===== src/rtl/core/sacc_pkg.sv =====
// Package with the types and codes of the cache controller.
package sacc_pkg;

   localparam int ADDR_W = 16;
   localparam int WORD_W = 14;
   localparam int DATA_W = 32;
   localparam int REQ_TDATA_W = 48;
   localparam int RSP_TDATA_W = 88;

   localparam logic KIND_READ = 1'b0;
   localparam logic KIND_WRITE = 1'b1;

   localparam logic REG_WRITE_ALLOCATE = 1'b0;
   localparam logic REG_WRITE_BACK = 1'b1;

   typedef enum logic [1:0] {
      EV_WRITE_BACK = 2'd0,
      EV_FILL = 2'd1,
      EV_MEM_WRITE = 2'd2,
      EV_DONE = 2'd3
   } sacc_event_type;

   typedef enum logic [3:0] {
      ST_CLEAR,
      ST_IDLE,
      ST_LOOKUP,
      ST_DECIDE,
      ST_WB,
      ST_WB_EMIT,
      ST_FILL,
      ST_FILL_EMIT,
      ST_ACCESS,
      ST_MEMWR,
      ST_DONE
   } sacc_state_type;

   typedef struct packed {
      logic tag_we;
      logic stamp_we;
      logic line_re;
      logic line_we;
      logic mem_we;
      logic valid_set;
      logic dirty_set;
      logic dirty_clr;
   } sacc_store_ctl_type;

endpackage


===== src/rtl/core/sacc_way_cmp.sv =====
// Shared compare unit that walks the ways of a set one per cycle.
module sacc_way_cmp import sacc_pkg::*; #(
   parameter int NUM_WAYS = 4,
   parameter int TAG_W = 8,
   localparam int WAY_W = (NUM_WAYS > 1) ? $clog2(NUM_WAYS) : 1
) (
   input  logic             clock,
   input  logic             reset,
   input  logic             start,
   input  logic             cmp_en,
   input  logic [WAY_W-1:0] cmp_way,
   input  logic             ent_valid,
   input  logic [TAG_W-1:0] ent_tag,
   input  logic [31:0]      ent_stamp,
   input  logic [TAG_W-1:0] acc_tag,
   output logic             hit,
   output logic [WAY_W-1:0] hit_way,
   output logic             inv_found,
   output logic [WAY_W-1:0] inv_way,
   output logic [WAY_W-1:0] lru_way,
   output logic [TAG_W-1:0] lru_tag
);

   logic             hit_ff, hit_in;
   logic [WAY_W-1:0] hit_way_ff, hit_way_in;
   logic             inv_ff, inv_in;
   logic [WAY_W-1:0] inv_way_ff, inv_way_in;
   logic [WAY_W-1:0] lru_way_ff, lru_way_in;
   logic [TAG_W-1:0] lru_tag_ff, lru_tag_in;
   logic [31:0]      lru_stamp_ff, lru_stamp_in;

   always_comb begin
      hit_in = hit_ff;
      hit_way_in = hit_way_ff;
      inv_in = inv_ff;
      inv_way_in = inv_way_ff;
      lru_way_in = lru_way_ff;
      lru_tag_in = lru_tag_ff;
      lru_stamp_in = lru_stamp_ff;
      if (start) begin
         hit_in = 1'b0;
         inv_in = 1'b0;
      end else if (cmp_en) begin
         if (ent_valid && (ent_tag == acc_tag) && !hit_ff) begin
            hit_in = 1'b1;
            hit_way_in = cmp_way;
         end
         if (!ent_valid && !inv_ff) begin
            inv_in = 1'b1;
            inv_way_in = cmp_way;
         end
         if ((cmp_way == '0) || (ent_stamp < lru_stamp_ff)) begin
            lru_way_in = cmp_way;
            lru_tag_in = ent_tag;
            lru_stamp_in = ent_stamp;
         end
      end
   end

   always_ff @(posedge clock) begin
      if (reset) begin
         hit_ff <= 1'b0;
         inv_ff <= 1'b0;
      end else begin
         hit_ff <= hit_in;
         inv_ff <= inv_in;
      end
      hit_way_ff <= hit_way_in;
      inv_way_ff <= inv_way_in;
      lru_way_ff <= lru_way_in;
      lru_tag_ff <= lru_tag_in;
      lru_stamp_ff <= lru_stamp_in;
   end

   assign hit = hit_ff;
   assign hit_way = hit_way_ff;
   assign inv_found = inv_ff;
   assign inv_way = inv_way_ff;
   assign lru_way = lru_way_ff;
   assign lru_tag = lru_tag_ff;

endmodule


===== config.mk =====
export PLATFORM = sky130hd
export DESIGN_NAME = sacc_way_cmp
export DESIGN_NICKNAME = d
export VERILOG_FILES = /design/src/rtl/core/sacc_pkg.sv /design/src/rtl/core/sacc_way_cmp.sv
export SDC_FILE = /design/constraint.sdc
export NUM_CORES = 1
export LEC_CHECK = 0
export ABC_AREA = 1
export BUFFER_PORTS_ARGS = -buffer_cell sky130_fd_sc_hd__buf_2
export CAP_MARGIN = 10
export CORE_MARGIN = 3
export CORE_UTILIZATION = 35
export CTS_CLUSTER_SIZE = 12
export DETAILED_ROUTE_END_ITERATION = 10
export PLACE_DENSITY_LB_ADDON = 0.2
export SYNTH_ARGS = -nofsm -noshare
export SYNTH_HDL_FRONTEND = slang
export SYNTH_SLANG_ARGS = --single-unit
export TNS_END_PERCENT = 20

===== constraint.sdc =====
create_clock -name clock -period 5.1 [get_ports clock]
set_input_delay 1.02 -clock clock [delete_from_list [all_inputs] [get_ports clock]]
set_output_delay 1.02 -clock clock [all_outputs]
set_load 0.01 [all_outputs]

==> impl_metrics.yaml, run 1 <==
outcome:
  status: "complete, no violations"
clock_tree:
  cts_inserted_buffers: 5
  cts_root_buf: "clkbuf_8"
  cts_hold_buf: 0
  clockBufferDepth: 2
  cts_resized: 0
  cts_sinks: 48
  cts_setup_buffers: 0
  clkTransAtPathRegs_ns: 0.09
  clk_latency_ns: 0.30
  htree_levels: 2
  cts_tree: "done"
final_layout:
  final_nets: 394
  area_growth_pct: 26.2
  instances_no_fill: 405
  final_cell_mix: "buf_2, inv_1, edfxtp_1"
  n_fill_cell: 687
  drive_gt1_share_pct: 28.5
  layout_commonest_cell: "buf_2"
  antenna_cells: 0
  design_area_um2: 3120
die:
  core_um2: 6830
  initial_core_util_pct: 36.2
  rows: 30
  die_area_um2: 8120
  ios: 71
  fp.dieH_um: 90.1
  dieWidth_um: 90.1
placement:
  postPlaceCellArea_um2: 2970
  dp_hpwl_um: 3750
  place_congestion: 0.772
  pre_cts_ws_ns: 1.51
  post-place-cells: 397
  port_buffers: 70
sta:
  worstMarginPinSlew_ns: 0.867
  setup_slack_ns: 1.87
  setup-tns-final_ns: 0
  fin_crit_ns: 3.23
  holdWs_ns: 0.502
  slew_viol_final: 0
  fin_crit_sh_pct: 63.3
  final-setup-viol-count: 0
  hold_violations: 0
  fmax_ghz: 0.310
  fin_worst_skew_ns: 0.00926
  slew-limit-headroom_pct: 42.1
  rsz0062_at_grt: "no"
global_route:
  overflow: 0
  grt_max_degree: 27
  antenna_found_initial: 0
  grt_pass1_wl_um: 8210
  grt_pass1_vias: 1776
  grt_usage_pct: 12.4
worst_setup_path:
  r2r-end: "lru_stamp_ff[30]"
  ff2ff_setup_slack_ns: 2.34
  cp_data_required_time_ns: 5.09
  crit_path_end_kind: "flop"
  path_class: "input port to flop"
  cp_max_fo: 26
  r2r_start: "lru_stamp_ff[5]"
  rr_worst_depth: 12
  critPathArrivalTime_ns: 3.21
  start_kind: "input port"
pwr:
  swShare_pct: 20.7
  power_switching_w: 0.000194
  internal-power_w: 0.000742
  comb_power_share_pct: 11.4
  powerDensity_nw_per_um2: 300
  ir_drop_uv: 144
  power.leakage_nw: 1.50
  seqPwrFrac_pct: 48.5
  pwr-share-clk_pct: 40.0
hold_path:
  min_path_cells: 2
  worstHoldStart: "hit"
  hp-class: "flop to flop"
  holdPathEnd: "hit"
detailed_routing:
  viasPerCell: 4.28
  drt_iter0_markers: 58
  via_count: 1732
  wire_per_inst_um: 11.6
  routed_wl_um: 4680
  firstDrtPassIters: 4
  antenna_left: 0
  drc: 0
synthesis:
  seq_area_frac_synth_pct: 57.4
  syn_area_um2: 2480
  ys_ff_latch: 48
  postSynthCellCount: 230
  synthesis.nets: 316
  post_synth_num_cell_types: 18
  yosys_warnings: 0
  syn_avg_cell_area_um2: 10.8
job:
  maxCapViolCount: 0
-- power groups by stage --
| stage | sequential, W | clock, W | combinational (W) |
|---|---|---|---|
| floorplan | 0.000466 | 0 | 0.0000569 |
| global placement | 0.000463 | 0 | 0.000107 |
| detailed placement | 0.000464 | 0 | 0.000108 |
| CTS | 0.000455 | 0.000385 | 0.000109 |
| global route | 0.000456 | 0.000400 | 0.000127 |
| finish | 0.000454 | 0.000375 | 0.000107 |
-- flip-flops by register name, summed over array words and instances, names as in the netlist --
| signal | flops |
|---|---|
| lru_stamp_ff | 32 |
| hit_way | 2 |
| hit | 1 |
| lru_way | 2 |
| inv_found | 1 |
| inv_way | 2 |
| lru_tag | 8 |
-- through the flow --
step,total power [W],utilization [%]
after floorplan,0.000523,-
after global placement,0.000570,43.4
after detailed placement,0.000572,43.4
after CTS,0.000949,45.7
after global routing,0.000984,45.7
final,0.000936,45.7
-- critical path: stages --
cell and delay, ns:
buf_2 0.10, ha_1 0.30, a21oi_1 0.13, nor2_1 0.06
nor3_1 0.13, nand2_1 0.10, nand2_1 0.07, nand2_1 0.05
nand2_1 0.05, nand2_1 0.08, a21oi_4 0.70, buf_4 0.39
-- synth_stat cells --
library cell	instances	share of area, %
or3_1	1	0.25
or2_2	6	1.5
xnor2_1	1	0.35
nand3_1	4	0.81
o21a_1	2	0.61
dfxtp_1	2	1.6
inv_1	50	7.6
edfxtp_1	46	56
nor3_1	6	1.2
nand2_1	39	5.9
nor4_2	1	0.51
o21ai_2	1	0.35
a21oi_1	19	3.8
nand4_1	4	1.0
ha_1	31	16
o21ai_0	4	0.81
o2111ai_1	1	0.35
nor2_1	12	1.8
-- logic make-up (layout without fill, tap and decap cells) --
kind of cell             Yosys count  in the layout  synth area share, %
XOR/XNOR                           1              1                0.354
flip-flops                        48             48                 57.4
buffers and inverters             50            129                 7.58
AND/OR/NAND/NOR                   73             73                 13.0
AO/OA/AOI/OAI                     27             27                 5.96
adder cells (fa/ha/maj)           31             31                 15.7
-- final cells by class --
| class | count | area (um^2) | area share [%] |
|---|---|---|---|
| Clock buffer | 5 | 68.8 | 2.20 |
| Sequential cell | 48 | 1420 | 45.5 |
| Tap cell | 96 | 120 | 3.84 |
| Clock inverter | 3 | 90.1 | 2.88 |
| Timing Repair Buffer | 71 | 358 | 11.5 |
| Inverter | 50 | 188 | 6.01 |
| Multi-Input combinational cell | 132 | 878 | 28.1 |
-- worst max path at each step --
stage / start / endpoint / slack, ns / cells after the start
2_1_floorplan: ent_stamp[5] / lru_stamp_ff[0] / 0.76 / 10
3_3_place_gp: ent_stamp[5] / lru_stamp_ff[20] / 1.55 / 12
3_5_place_dp: ent_stamp[5] / lru_stamp_ff[21] / 1.51 / 12
4_1_cts: ent_stamp[5] / lru_stamp_ff[20] / 1.81 / 12
5_1_grt: ent_stamp[5] / lru_stamp_ff[30] / 1.63 / 12
6_report: ent_stamp[5] / lru_stamp_ff[30] / 1.87 / 12
-- layer usage --
layer	part of all wire (%)	wire [um]	global-route usage, %	vias up
li1	-	-	-	925
met1	49	2310	16.6	747
met2	43	1990	19.5	54
met3	6.8	320	3.77	6
met4	1.3	61	3.83	0
met5	0	0	0	-
No activity file was read; power rests on OpenSTA's default activity.
==> run 2, diff against run 1 <==
- ABC_AREA: 1 -> 0
- clock period: 5.1 -> 2.6 ns (I/O delays scaled with it)
==> impl_metrics.yaml, run 2 <==
outcome:
  status: "complete, no violations"
final_layout:
  n_fill_cell: 593
  antenna_cells: 0
  drive_gt1_share_pct: 33.3
  regMostFlops: "lru_stamp_ff"
  largest_register_ffs: 32
  layout_commonest_cell: "buf_2"
  final_cell_mix: "buf_2, edfxtp_1, inv_1"
  final_nets: 343
  area_growth_pct: 26.1
sta:
  final-setup-viol-count: 0
  fin_worst_skew_ns: 0.00887
  fin_crit_sh_pct: 82.2
  fmax_ghz: 0.468
  worstMarginPinSlew_ns: 0.341
  setup-tns-final_ns: 0
  hold_violations: 0
  rsz0062_at_grt: "no"
  slew_viol_final: 0
  slew-limit-headroom_pct: 77.1
  fin_crit_ns: 2.14
synthesis:
  yosysTopAreaCell: "edfxtp_1"
  yosys_warnings: 0
  synth.area.top_cells: "edfxtp_1, ha_1, inv_1"
  yosysMostFrequentCell: "edfxtp_1"
  post_synth_num_cell_types: 24
  syn_area_um2: 2360
  synthArstFlopShare_pct: 0
  syn_avg_cell_area_um2: 13.2
  ys.flop_type: "edfxtp_1"
  seq_area_frac_synth_pct: 60.3
  synth_commonest_cells: "edfxtp_1, inv_1, ha_1"
  synth.top_cell.area_share_pct: 58.6
  synth_edf_count: 46
  synthesis.nets: 264
  postSynthCellCount: 178
  ys_ff_latch: 48
worst_setup_path:
  cp_max_fo: 27
  path_class: "flop to flop"
  critPathArrivalTime_ns: 2.14
  cp_data_required_time_ns: 2.60
  start_kind: "flop"
  rr_worst_depth: 8
  crit_path_end_kind: "flop"
detailed_routing:
  drt_iter0_markers: 46
  via_count: 1592
  viasPerCell: 4.75
  firstDrtPassIters: 4
  wire_per_inst_um: 13.1
  antenna_left: 0
  drc: 0
  routed_wl_um: 4410
placement:
  port_buffers: 70
  place_congestion: 0.686
  dp_hpwl_um: 3570
clock_tree:
  clkTransAtPathRegs_ns: 0.09
  cts_sinks: 48
  cts_resized: 0
  cts_tree: "done"
  cts_hold_buf: 0
  cts_inserted_buffers: 5
  clockBufferDepth: 2
  cts_setup_buffers: 0
  htree_levels: 2
  cts_root_buf: "clkbuf_8"
  clk_latency_ns: 0.30
global_route:
  antenna_found_initial: 0
  grt_usage_pct: 12.5
  grt_pass1_wl_um: 7490
  overflow: 0
  grt_max_degree: 28
  grt_pass1_vias: 1657
die:
  fp.dieH_um: 88.0
  initial_core_util_pct: 36.7
  core_um2: 6420
  ios: 71
  rows: 29
  die_area_um2: 7750
  dieWidth_um: 88.0
hold_path:
  min_path_cells: 2
  hp-class: "input port to flop"
job:
  maxCapViolCount: 0
pwr:
  powerDensity_nw_per_um2: 549
  power.leakage_nw: 1.34
  ir_drop_uv: 243
  fin_total_pwr_w: 0.00163
[run 2: cell types whose count changed after synthesis, sizes merged, moves of 3 or more]
cell    delta
a21oi      -6
inv       -17
or2        -6
nand2     -30
xnor2      +7
nand2b     +3
nor2       -8
a21o       +3
[run 2: power breakdown]
group / leakage (nW) / switching [W] / internal, W
Clock: 0.0541 / 0.000251 / 0.000285
Sequential: 0.441 / 0.00000769 / 0.000884
Combinational: 0.844 / 0.000106 / 0.0000968
Total: 1.34 / 0.000365 / 0.00127
[run 2: cell families after synthesis]
group / after synthesis / share of synthesized area [%]
xor gates and xnor gates: 8 / 2.97
DFF: 48 / 60.3
and+or+nand+nor: 30 / 6.96
AOI/OAI and AO/OA: 28 / 8.02
buffers and inverters: 33 / 5.26
adders and majority gates: 31 / 16.5
[run 2: final cells by class]
cell class	count	area [um^2]	share of cell area (%)
tap	77	96.3	3.24
clock buffer	5	68.8	2.32
timing repair buffer	72	390	13.1
multi-input combinational	97	828	27.9
inverter	33	124	4.17
clock inverter	3	42.5	1.43
sequential	48	1420	47.8
[run 2: metrics by stage]
stage	area [um^2]	utilization (%)	hold slack [ns]	cells	worst slack, ns
after detailed placement	2860	44.5	0.466	327	0.127
final	2970	46.3	0.396	335	0.462
after global routing	2970	46.3	0.391	335	0.240
after global placement	2860	44.5	0.473	327	0.126
after CTS	2970	46.3	0.379	335	0.406
after floorplan	2370	-	0.482	178	0.00240
[run 2: worst max-delay path, cell delays in order (launching register included)]
cell      delay [ns]
edfxtp_1        0.37
inv_1           0.06
ha_1            0.24
a21oi_1         0.16
nand2_1         0.07
a221oi_1        0.25
o211ai_1        0.20
a21oi_4         0.25
buf_12          0.22
[run 2: final timing paths]
path	startpoint	to	slack [ns]
setup / recovery	lru_stamp_ff[14]	lru_stamp_ff[20]	0.46
hold / removal	reset	inv_found	0.40
setup reg to reg	lru_stamp_ff[14]	lru_stamp_ff[20]	0.46
hold reg to reg	hit	hit	0.48
[run 2: metal layers]
layer / wire length [um] / vias up / track usage (%) / share of wire [%]
met5: 0 / - / 0 / 0
met4: 51 / 0 / 3.30 / 1.2
met3: 419 / 5 / 5.55 / 9.5
met2: 1920 / 55 / 18.9 / 44
met1: 2020 / 733 / 16.3 / 46
li1: - / 799 / - / -
